File: src/rtl/lsps_pkg.sv
`timescale 1ns / 1ps

package lsps_pkg;

    localparam int QUEUE_DEPTH_DEF = 2;
    localparam int CFG_IDX_W       = 3;

    typedef enum logic [CFG_IDX_W-1:0] {
        CFG_GAIN_P    = 3'd0,
        CFG_GAIN_I    = 3'd1,
        CFG_GAIN_D    = 3'd2,
        CFG_MAX_SPEED = 3'd3,
        CFG_MIN_SPEED = 3'd4,
        CFG_LEFT_TRIM = 3'd5
    } cfg_idx_t;

    typedef struct packed {
        logic [7:0] gain_p;
        logic [7:0] gain_i;
        logic [7:0] gain_d;
        logic [7:0] max_speed;
        logic [7:0] min_speed;
        logic [7:0] left_trim;
    } cfg_t;

    // One classified sensor beat, handed from the front end to the control engine.
    typedef struct packed {
        logic              lost;
        logic signed [3:0] pos;
        logic              left_rev;
        logic              right_rev;
    } cmd_t;

    typedef struct packed {
        logic              hit;
        logic signed [3:0] pos;
    } dec_t;

    typedef enum logic [3:0] {
        BK_IDLE,
        BK_MULP,
        BK_DIVP,
        BK_MULI,
        BK_DIVI,
        BK_MULD,
        BK_DIVD,
        BK_SUM,
        BK_STEPA,
        BK_STEPB,
        BK_OUT
    } bk_state_t;

    localparam logic [7:0]         LOST_PATTERN    = 8'hFF;
    localparam logic signed [15:0] LOST_L_LEFT     = 16'sd150;
    localparam logic signed [15:0] LOST_L_RIGHT    = 16'sd185;
    localparam logic signed [15:0] LOST_R_LEFT     = 16'sd180;
    localparam logic signed [15:0] LOST_R_RIGHT    = 16'sd155;
    localparam logic signed [9:0]  STEP_BIAS       = 10'sd20;
    localparam logic signed [15:0] DUTY_BIAS       = 16'sd15;
    // x / 10 for x up to 43689 is (x * 52429) >> 19.
    localparam logic signed [16:0] DIV10_RECIP     = 17'sd52429;
    localparam int                 DIV10_SHIFT     = 19;

    function automatic dec_t decode_pattern(input logic [7:0] s);
        dec_t d;
        d.hit = 1'b1;
        case (s)
            8'hFE:        d.pos = -4'sd7;
            8'hF8, 8'hFC: d.pos = -4'sd6;
            8'hFD:        d.pos = -4'sd5;
            8'hF1, 8'hF9: d.pos = -4'sd4;
            8'hFB:        d.pos = -4'sd3;
            8'hE3, 8'hF3: d.pos = -4'sd2;
            8'hF7:        d.pos = -4'sd1;
            8'hE7:        d.pos = 4'sd0;
            8'hEF:        d.pos = 4'sd1;
            8'hC7, 8'hCF: d.pos = 4'sd2;
            8'hDF:        d.pos = 4'sd3;
            8'h8F, 8'h9F: d.pos = 4'sd4;
            8'hBF:        d.pos = 4'sd5;
            8'h1F, 8'h3F: d.pos = 4'sd6;
            8'h7F:        d.pos = 4'sd7;
            default:
            begin
                d.hit = 1'b0;
                d.pos = 4'sd0;
            end
        endcase
        return d;
    endfunction

endpackage

File: src/rtl/line_sensor_pid_steering.sv
`timescale 1ns / 1ps
// Flow: a control beat is popped in BK_IDLE and steps through the multiply, divide, sum
// and step states to BK_OUT; a lost-line beat goes from BK_IDLE straight to BK_OUT.
// The engine works on one beat at a time, using the shared 17x17 multiplier that it steps
// through eight times per control beat; BK_OUT holds while the result is full and not popped.
// Reset: rst_n clears position, directions, integral, previous error and the queues, and
// loads the register defaults; no clearing pass follows.
module line_sensor_pid_steering #(
    parameter int QUEUE_DEPTH = lsps_pkg::QUEUE_DEPTH_DEF
) (
    input  logic                              clk,
    input  logic                              rst_n,
    input  logic                              push,
    output logic                              full,
    input  logic [7:0]                        sensor_bits,
    output logic                              empty,
    input  logic                              pop,
    output logic signed [15:0]                left_duty,
    output logic signed [15:0]                right_duty,
    output logic                              left_reverse,
    output logic                              right_reverse,
    output logic signed [3:0]                 line_position,
    output logic                              line_lost,
    input  logic                              cfg_valid,
    output logic                              cfg_ready,
    input  logic [lsps_pkg::CFG_IDX_W-1:0]    cfg_index,
    input  logic [7:0]                        cfg_data
);
    import lsps_pkg::*;

    cfg_t cfg_reg;
    cmd_t front_cmd, q_rdata;
    logic accept, q_empty, q_pop;

    assign cfg_ready = 1'b1;
    assign accept    = push && !full;

    always_ff @(posedge clk or negedge rst_n)
    begin
        if (!rst_n)
        begin
            cfg_reg.gain_p    <= 8'd10;
            cfg_reg.gain_i    <= 8'd0;
            cfg_reg.gain_d    <= 8'd5;
            cfg_reg.max_speed <= 8'd255;
            cfg_reg.min_speed <= 8'd0;
            cfg_reg.left_trim <= 8'd5;
        end
        else if (cfg_valid && cfg_ready)
        begin
            case (cfg_idx_t'(cfg_index))
                CFG_GAIN_P:    cfg_reg.gain_p    <= cfg_data;
                CFG_GAIN_I:    cfg_reg.gain_i    <= cfg_data;
                CFG_GAIN_D:    cfg_reg.gain_d    <= cfg_data;
                CFG_MAX_SPEED: cfg_reg.max_speed <= cfg_data;
                CFG_MIN_SPEED: cfg_reg.min_speed <= cfg_data;
                CFG_LEFT_TRIM: cfg_reg.left_trim <= cfg_data;
                default:       cfg_reg           <= cfg_reg;
            endcase
        end
    end

    lsps_front u_front (
        .clk         (clk),
        .rst_n       (rst_n),
        .sensor_bits (sensor_bits),
        .accept      (accept),
        .cmd         (front_cmd)
    );

    lsps_queue #(
        .DEPTH (QUEUE_DEPTH)
    ) u_queue (
        .clk   (clk),
        .rst_n (rst_n),
        .push  (push),
        .wdata (front_cmd),
        .full  (full),
        .pop   (q_pop),
        .rdata (q_rdata),
        .empty (q_empty)
    );

    lsps_back u_back (
        .clk           (clk),
        .rst_n         (rst_n),
        .cfg           (cfg_reg),
        .q_rdata       (q_rdata),
        .q_empty       (q_empty),
        .q_pop         (q_pop),
        .empty         (empty),
        .pop           (pop),
        .left_duty     (left_duty),
        .right_duty    (right_duty),
        .left_reverse  (left_reverse),
        .right_reverse (right_reverse),
        .line_position (line_position),
        .line_lost     (line_lost)
    );

endmodule

File: src/rtl/lsps_front.sv
`timescale 1ns / 1ps

module lsps_front (
    input  logic             clk,
    input  logic             rst_n,
    input  logic [7:0]       sensor_bits,
    input  logic             accept,
    output lsps_pkg::cmd_t   cmd
);
    import lsps_pkg::*;

    logic signed [3:0] pos_reg, pos_next;
    logic              left_rev_reg, left_rev_next;
    logic              right_rev_reg, right_rev_next;
    logic              lost;
    dec_t              dec;

    always_comb
    begin
        dec            = decode_pattern(sensor_bits);
        pos_next       = dec.hit ? dec.pos : pos_reg;
        left_rev_next  = dec.hit ? 1'b0 : left_rev_reg;
        right_rev_next = dec.hit ? 1'b0 : right_rev_reg;
        lost           = 1'b0;
        // A lost line only turns when the last known position was off center.
        if (sensor_bits == LOST_PATTERN && pos_next < 0)
        begin
            lost          = 1'b1;
            left_rev_next = 1'b1;
        end
        else if (sensor_bits == LOST_PATTERN && pos_next > 0)
        begin
            lost           = 1'b1;
            right_rev_next = 1'b1;
        end
    end

    assign cmd.lost      = lost;
    assign cmd.pos       = pos_next;
    assign cmd.left_rev  = left_rev_next;
    assign cmd.right_rev = right_rev_next;

    always_ff @(posedge clk or negedge rst_n)
    begin
        if (!rst_n)
        begin
            pos_reg       <= 4'sd0;
            left_rev_reg  <= 1'b0;
            right_rev_reg <= 1'b0;
        end
        else if (accept)
        begin
            pos_reg       <= pos_next;
            left_rev_reg  <= left_rev_next;
            right_rev_reg <= right_rev_next;
        end
    end

endmodule

File: src/rtl/lsps_queue.sv
`timescale 1ns / 1ps

module lsps_queue #(
    parameter int DEPTH = lsps_pkg::QUEUE_DEPTH_DEF
) (
    input  logic             clk,
    input  logic             rst_n,
    input  logic             push,
    input  lsps_pkg::cmd_t   wdata,
    output logic             full,
    input  logic             pop,
    output lsps_pkg::cmd_t   rdata,
    output logic             empty
);
    import lsps_pkg::*;

    localparam int PTR_W = (DEPTH > 1) ? $clog2(DEPTH) : 1;
    localparam int CNT_W = $clog2(DEPTH + 1);
    localparam logic [PTR_W-1:0] LAST_PTR = PTR_W'(DEPTH - 1);
    localparam logic [CNT_W-1:0] FULL_CNT = CNT_W'(DEPTH);

    cmd_t             mem_reg [DEPTH];
    logic [PTR_W-1:0] wr_ptr_reg, rd_ptr_reg;
    logic [CNT_W-1:0] count_reg;
    logic             do_push, do_pop;

    assign full    = (count_reg == FULL_CNT);
    assign empty   = (count_reg == '0);
    assign do_push = push && !full;
    assign do_pop  = pop && !empty;
    assign rdata   = mem_reg[rd_ptr_reg];

    always_ff @(posedge clk or negedge rst_n)
    begin
        if (!rst_n)
        begin
            wr_ptr_reg <= '0;
            rd_ptr_reg <= '0;
            count_reg  <= '0;
        end
        else
        begin
            if (do_push)
            begin
                wr_ptr_reg <= (wr_ptr_reg == LAST_PTR) ? '0 : wr_ptr_reg + 1'b1;
            end
            if (do_pop)
            begin
                rd_ptr_reg <= (rd_ptr_reg == LAST_PTR) ? '0 : rd_ptr_reg + 1'b1;
            end
            if (do_push && !do_pop)
            begin
                count_reg <= count_reg + 1'b1;
            end
            else if (do_pop && !do_push)
            begin
                count_reg <= count_reg - 1'b1;
            end
        end
    end

    always_ff @(posedge clk)
    begin
        if (do_push)
        begin
            mem_reg[wr_ptr_reg] <= wdata;
        end
    end

endmodule

File: src/rtl/lsps_back.sv
`timescale 1ns / 1ps

module lsps_back (
    input  logic                clk,
    input  logic                rst_n,
    input  lsps_pkg::cfg_t      cfg,
    input  lsps_pkg::cmd_t      q_rdata,
    input  logic                q_empty,
    output logic                q_pop,
    output logic                empty,
    input  logic                pop,
    output logic signed [15:0]  left_duty,
    output logic signed [15:0]  right_duty,
    output logic                left_reverse,
    output logic                right_reverse,
    output logic signed [3:0]   line_position,
    output logic                line_lost
);
    import lsps_pkg::*;

    bk_state_t state_reg, state_next;

    cmd_t               cmd_reg;
    logic signed [15:0] err_reg, integral_reg, prev_err_reg;
    logic signed [15:0] t_reg, p_reg, d_reg, mv_reg, a1_reg, a2_reg;
    logic               out_valid_reg;
    logic signed [15:0] left_duty_reg, right_duty_reg;
    logic               left_rev_reg, right_rev_reg, lost_reg;
    logic signed [3:0]  pos_out_reg;

    logic signed [16:0] mul_a, mul_b;
    logic signed [33:0] prod;
    logic               out_load;

    logic signed [15:0] err_new, rate;
    logic               t_neg;
    logic [15:0]        t_mag;
    logic [12:0]        div_q;
    logic signed [15:0] div_res;
    logic signed [9:0]  diff, step, step_b;
    logic signed [15:0] top, bottom, trim;
    logic signed [15:0] l_raw, r_raw, l_duty, r_duty;

    function automatic logic signed [15:0] clamp_duty(
        input logic signed [15:0] v,
        input logic signed [15:0] lo,
        input logic signed [15:0] hi
    );
        logic signed [15:0] r;
        r = v;
        if (r < lo)
        begin
            r = lo;
        end
        if (r > hi)
        begin
            r = hi;
        end
        return r;
    endfunction

    assign err_new = -{{12{q_rdata.pos[3]}}, q_rdata.pos};
    assign rate    = err_reg - prev_err_reg;

    // Signed divide by ten, truncating toward zero, on the shared multiplier.
    assign t_neg   = t_reg[15];
    assign t_mag   = t_neg ? 16'(-t_reg) : 16'(t_reg);
    assign div_q   = prod[DIV10_SHIFT+12:DIV10_SHIFT];
    assign div_res = t_neg ? -$signed({3'b000, div_q}) : $signed({3'b000, div_q});

    assign prod = mul_a * mul_b;

    // Step is (max - min) / 8 truncated toward zero.
    assign diff   = $signed({2'b00, cfg.max_speed}) - $signed({2'b00, cfg.min_speed});
    assign step   = (diff + (diff[9] ? 10'sd7 : 10'sd0)) >>> 3;
    assign step_b = step - STEP_BIAS;

    assign top    = $signed({8'h00, cfg.max_speed}) + 16'sd1;
    assign bottom = $signed({8'h00, cfg.min_speed});
    assign trim   = $signed({8'h00, cfg.left_trim});

    always_comb
    begin
        l_raw = top - trim;
        r_raw = top;
        if (mv_reg > 0)
        begin
            r_raw = top - a2_reg;
            l_raw = top - a1_reg - DUTY_BIAS - trim;
        end
        else if (mv_reg < 0)
        begin
            l_raw = top + a2_reg;
            r_raw = top + a1_reg - DUTY_BIAS;
        end

        if (cmd_reg.lost)
        begin
            l_duty = (cmd_reg.pos < 0) ? LOST_L_LEFT : LOST_R_LEFT;
            r_duty = (cmd_reg.pos < 0) ? LOST_L_RIGHT : LOST_R_RIGHT;
        end
        else if (mv_reg == 0)
        begin
            l_duty = l_raw;
            r_duty = r_raw;
        end
        else
        begin
            l_duty = clamp_duty(l_raw, bottom, top);
            r_duty = clamp_duty(r_raw, bottom, top);
        end
    end

    always_comb
    begin
        state_next = state_reg;
        case (state_reg)
            BK_IDLE:
            begin
                if (!q_empty)
                begin
                    state_next = q_rdata.lost ? BK_OUT : BK_MULP;
                end
            end
            BK_MULP:  state_next = BK_DIVP;
            BK_DIVP:  state_next = BK_MULI;
            BK_MULI:  state_next = BK_DIVI;
            BK_DIVI:  state_next = BK_MULD;
            BK_MULD:  state_next = BK_DIVD;
            BK_DIVD:  state_next = BK_SUM;
            BK_SUM:   state_next = BK_STEPA;
            BK_STEPA: state_next = BK_STEPB;
            BK_STEPB: state_next = BK_OUT;
            BK_OUT:
            begin
                if (!out_valid_reg || pop)
                begin
                    state_next = BK_IDLE;
                end
            end
            default:  state_next = BK_IDLE;
        endcase
    end

    always_comb
    begin
        mul_a    = 17'sd0;
        mul_b    = 17'sd0;
        q_pop    = 1'b0;
        out_load = 1'b0;
        case (state_reg)
            BK_IDLE:
            begin
                q_pop = !q_empty;
            end
            BK_MULP:
            begin
                mul_a = 17'(err_reg);
                mul_b = $signed({9'h000, cfg.gain_p});
            end
            BK_MULI:
            begin
                mul_a = 17'(integral_reg);
                mul_b = $signed({9'h000, cfg.gain_i});
            end
            BK_MULD:
            begin
                mul_a = 17'(rate);
                mul_b = $signed({9'h000, cfg.gain_d});
            end
            BK_DIVP, BK_DIVI, BK_DIVD:
            begin
                mul_a = $signed({1'b0, t_mag});
                mul_b = DIV10_RECIP;
            end
            BK_STEPA:
            begin
                mul_a = 17'(step);
                mul_b = 17'(mv_reg);
            end
            BK_STEPB:
            begin
                mul_a = 17'(step_b);
                mul_b = 17'(mv_reg);
            end
            BK_OUT:
            begin
                out_load = !out_valid_reg || pop;
            end
            default:
            begin
                mul_a = 17'sd0;
            end
        endcase
    end

    always_ff @(posedge clk or negedge rst_n)
    begin
        if (!rst_n)
        begin
            state_reg     <= BK_IDLE;
            integral_reg  <= 16'sd0;
            prev_err_reg  <= 16'sd0;
            out_valid_reg <= 1'b0;
        end
        else
        begin
            state_reg <= state_next;
            if (q_pop && !q_rdata.lost)
            begin
                integral_reg <= integral_reg + err_new;
            end
            else if (state_reg == BK_DIVI)
            begin
                integral_reg <= div_res;
            end
            if (state_reg == BK_DIVD)
            begin
                prev_err_reg <= err_reg;
            end
            if (out_load)
            begin
                out_valid_reg <= 1'b1;
            end
            else if (pop)
            begin
                out_valid_reg <= 1'b0;
            end
        end
    end

    always_ff @(posedge clk)
    begin
        if (q_pop)
        begin
            cmd_reg <= q_rdata;
            err_reg <= err_new;
        end
        if (state_reg == BK_MULP || state_reg == BK_MULI || state_reg == BK_MULD)
        begin
            t_reg <= prod[15:0];
        end
        if (state_reg == BK_DIVP)
        begin
            p_reg <= div_res;
        end
        if (state_reg == BK_DIVD)
        begin
            d_reg <= div_res;
        end
        if (state_reg == BK_SUM)
        begin
            mv_reg <= p_reg + integral_reg + d_reg;
        end
        if (state_reg == BK_STEPA)
        begin
            a1_reg <= prod[15:0];
        end
        if (state_reg == BK_STEPB)
        begin
            a2_reg <= prod[15:0];
        end
        if (out_load)
        begin
            left_duty_reg  <= l_duty;
            right_duty_reg <= r_duty;
            left_rev_reg   <= cmd_reg.left_rev;
            right_rev_reg  <= cmd_reg.right_rev;
            pos_out_reg    <= cmd_reg.pos;
            lost_reg       <= cmd_reg.lost;
        end
    end

    assign empty         = !out_valid_reg;
    assign left_duty     = left_duty_reg;
    assign right_duty    = right_duty_reg;
    assign left_reverse  = left_rev_reg;
    assign right_reverse = right_rev_reg;
    assign line_position = pos_out_reg;
    assign line_lost     = lost_reg;

endmodule

File: config.mk
export PLATFORM = sky130hd
export DESIGN_NAME = line_sensor_pid_steering
export DESIGN_NICKNAME = d
export VERILOG_FILES = /design/src/rtl/lsps_pkg.sv /design/src/rtl/line_sensor_pid_steering.sv /design/src/rtl/lsps_front.sv /design/src/rtl/lsps_queue.sv /design/src/rtl/lsps_back.sv
export SDC_FILE = /design/constraint.sdc
export NUM_CORES = 1
export LEC_CHECK = 0
export BUFFER_PORTS_ARGS = -buffer_cell sky130_fd_sc_hd__clkbuf_2
export CORE_MARGIN = 2
export CORE_UTILIZATION = 50
export DETAILED_ROUTE_END_ITERATION = 7
export PLACE_DENSITY_LB_ADDON = 0.12
export REMOVE_ABC_BUFFERS = 1
export SLEW_MARGIN = 15
export SYNTH_ARGS = -nofsm -noshare
export SYNTH_HDL_FRONTEND = slang
export SYNTH_SLANG_ARGS = --single-unit
File: constraint.sdc
create_clock -name clk -period 29.3 [get_ports clk]
set_input_delay 5.86 -clock clk [delete_from_list [all_inputs] [get_ports clk]]
set_output_delay 5.86 -clock clk [all_outputs]
set_load 0.01 [all_outputs]
==> results.sh <==
export IMPL_core_area_mm2=0.0565
export IMPL_io_buffer_count=64
export IMPL_slew_headroom=0.229
export IMPL_cp_required_ns=29.77
export IMPL_clock_path_buffers=3
export IMPL_avgSynthCellArea_um2=9.38
export IMPL_maxCapViolations=0
export IMPL_synth_mux_area_frac=0.0286
export IMPL_grt_total_usage=0.271
export IMPL_worst_pin_slew_ns=1.15
export IMPL_nets=3659
export IMPL_drv_slew=0
export IMPL_antenna_left=0
export IMPL_setup_viol=0
export IMPL_diodes=0
export IMPL_crit_path_end_kind="register"
export IMPL_grt_pass1_vias=22300
export IMPL_cp_arrival_ns=13.54
export IMPL_dr_first_iter_drc_count=1414
export IMPL_rsz0062_at_grt="no"
export IMPL_remaining_drc_errors=0
export IMPL_multi_input_area_mm2=0.0192
export IMPL_holdPathStages=0
export IMPL_clk_insertion_delay_late_ns=0.58
export IMPL_r2r_cells=42
export IMPL_vias=22000
export IMPL_overflow=0
export IMPL_cts_resized=0
export IMPL_rr_startpoint="cfg_reg[16]$_DFFE_PN1P_"
export IMPL_cts_hold_buf=0
export IMPL_cts_sinks=254
export IMPL_yosysTopAreaCell="fa_1"
export IMPL_place_inst=3810
export IMPL_antenna_found_initial=1
export IMPL_post_place_ws_ns=16.11
export IMPL_r2r_end="u_back.integral_reg[12]$_DFFE_PN0P_"
export IMPL_die_h_um=243
export IMPL_hold_class="reg -> reg"
export IMPL_synth_seq_cells=254
export IMPL_post_cts_buffers=0
export IMPL_final_hold_viol_count=0
export IMPL_criticalPathCategory="reg -> reg"
export IMPL_met1Wirelength_mm=34.8
export IMPL_final_setup_skew_ns=0.0126
export IMPL_core_rowCount=87
export IMPL_synth_cell_type_count=90
export IMPL_start_util=0.507
export IMPL_yosys_area_top_type_share=0.219
export IMPL_synth_fa_ha_area_frac=0.324
export IMPL_post_route_util=0.544
export IMPL_finalWirelength_mm=78.9
export IMPL_area_delta_synth_final_pct=7.34
export IMPL_firstDrtPassIters=7
export IMPL_slowest_delay_ns=0.73
export IMPL_synth_most_common_cell="inv_1"
export IMPL_yosysSeqAreaShare=0.251
export IMPL_finalWorstSetupSlack_ns=16.23
export IMPL_cts_buffers=26
export IMPL_ioPinCount=66
export IMPL_grt_max_degree=60
export IMPL_grt_pass1_wl_mm=126
export IMPL_wl_met3_mm=4.32
export IMPL_htreeDepth=1
export IMPL_syn_area_mm2=0.0286
export IMPL_async_flop_share=0.350
export IMPL_final_cells=3858
export IMPL_regArea_mm2=0.00720
export IMPL_ys_top_cells_by_count="inv_1 (518), fa_1 (313), nor2_1 (288)"
export IMPL_regToRegSetupSlack_ns=16.23
export IMPL_ys_warn_count=0
export IMPL_syn_inst=3053
export IMPL_die_x_um=243
export IMPL_synthXorXnorAreaFrac=0.0512
export IMPL_period_share=0.446
export IMPL_largest_reg_flops=48
export IMPL_synth_simple_gate_area_share=0.134
export IMPL_gp_congestion=0.919
export IMPL_synth_edff_count=165
export IMPL_min_to="u_back.left_reverse$_DFFE_PP_"
export IMPL_crit_slowest_cell="nor3_1"
export IMPL_setup_tns_ns=0
export IMPL_root_buffer="clkbuf_16"
export IMPL_drive_gt1_frac=0.0874
export IMPL_fmax_ghz=0.0765
export IMPL_wl_per_cell_um=20.4
export IMPL_status="completed"
export IMPL_dr_wl_met2_mm=36.9
export IMPL_dp_hpwl_mm=63.7
export IMPL_cp_start_kind="register"
export IMPL_period_minus_slack_ns=13.07
export IMPL_clk_pin_slew_ns=0.07
export IMPL_synth_main_ff_cell="edfxtp_1"
export IMPL_synth_compound_area_frac=0.129
export IMPL_dieArea_mm2=0.0592
export IMPL_vias_per_cell=5.71
export IMPL_cts_tree="built"
export IMPL_fill_cells=5073
export IMPL_top_layer="met4"
export IMPL_synth_top_family_by_area="adder cells"
export IMPL_worstPathMaxFanout=22
export IMPL_hp_start="u_back.cmd_reg[1]$_DFFE_PP_"
export IMPL_synthTopCellsByArea="fa_1 (22%), edfxtp_1 (17%), ha_1 (10%)"
-- cells by family (layout without fill, tap and decap cells) --
kind of cell,Yosys count,in the layout
muxes,75,75
and+or+nand+nor,825,825
DFF,254,254
adders and majority gates,553,553
other,1,1
AOI/OAI and AO/OA,555,555
xor gates and xnor gates,165,165
buffers and inverters,625,674
-- routing by layer --
metal,vias to the layer above,GRT usage
met5,-,0
met4,0,0.0835
met3,146,0.0283
met2,692,0.450
met1,11000,0.375
li1,10200,-
-- metrics by stage --
stage	hold WS (ns)	cell area [µm²]
6_report	0.414	30800
3_5_place_dp	0.406	29900
4_1_cts	0.419	30700
2_1_floorplan	0.400	28200
5_1_grt	0.421	30800
3_3_place_gp	0.408	29900
-- worst max-delay path: cells and delay by family, from the launching register on --
| family | cells | cell delay, ns |
|---|---|---|
| and+or+nand+nor | 8 | 2.45 |
| xor gates and xnor gates | 1 | 0.25 |
| AOI/OAI and AO/OA | 15 | 4.07 |
| adders and majority gates | 10 | 4.30 |
| DFF | 1 | 0.41 |
| buffers and inverters | 8 | 1.45 |
-- cell type report --
| cell class | count | area share |
|---|---|---|
| multi-input cells | 2174 | 0.623 |
| clock inverters | 12 | 0.00391 |
| flip-flops and latches | 254 | 0.234 |
| inverters | 518 | 0.0632 |
| well taps | 756 | 0.0308 |
| clock buffers | 36 | 0.0234 |
| repair buffers | 108 | 0.0212 |
-- worst max-delay path by stage --
stage | startpoint | end | slack, ns | depth (start not counted)
2_1_floorplan | cfg_reg[16]$_DFFE_PN1P_ | u_back.integral_reg[12]$_DFFE_PN0P_ | 17.58 | 50
4_1_cts | cfg_reg[16]$_DFFE_PN1P_ | u_back.integral_reg[12]$_DFFE_PN0P_ | 16.01 | 45
3_3_place_gp | cfg_reg[16]$_DFFE_PN1P_ | u_back.integral_reg[12]$_DFFE_PN0P_ | 16.64 | 44
3_5_place_dp | cfg_reg[16]$_DFFE_PN1P_ | u_back.integral_reg[12]$_DFFE_PN0P_ | 16.11 | 45
6_report | cfg_reg[16]$_DFFE_PN1P_ | u_back.integral_reg[12]$_DFFE_PN0P_ | 16.23 | 42
5_1_grt | cfg_reg[16]$_DFFE_PN1P_ | u_back.integral_reg[12]$_DFFE_PN0P_ | 15.31 | 42
-- placed cells by master, fill, tap and decap left out, drive strengths merged, types with 14 or more instances in the layout --
cell,netlist,final
nand4,16,16
xor2,63,63
nor3,41,41
fa,313,313
nor2,288,288
ha,240,240
inv,518,519
a22oi,24,24
or2,23,23
a21o,45,45
edfxtp,165,165
a211oi,32,32
o21ai,133,133
nand2b,41,41
buf,9,45
clkbuf,98,99
nand2,241,241
o22ai,16,16
mux2i,20,20
o31ai,14,14
nand3,44,44
xnor2,101,101
a21oi,130,130
and3,24,24
or3,21,21
mux2,55,55
dfrtp,75,75
a21boi,15,15
o21a,23,23
dfstp,14,14
nor2b,27,27
Power is left out: the tool's default activity adds up to more than one toggle a clock period on the data nets, which glitch-free logic cannot reach.
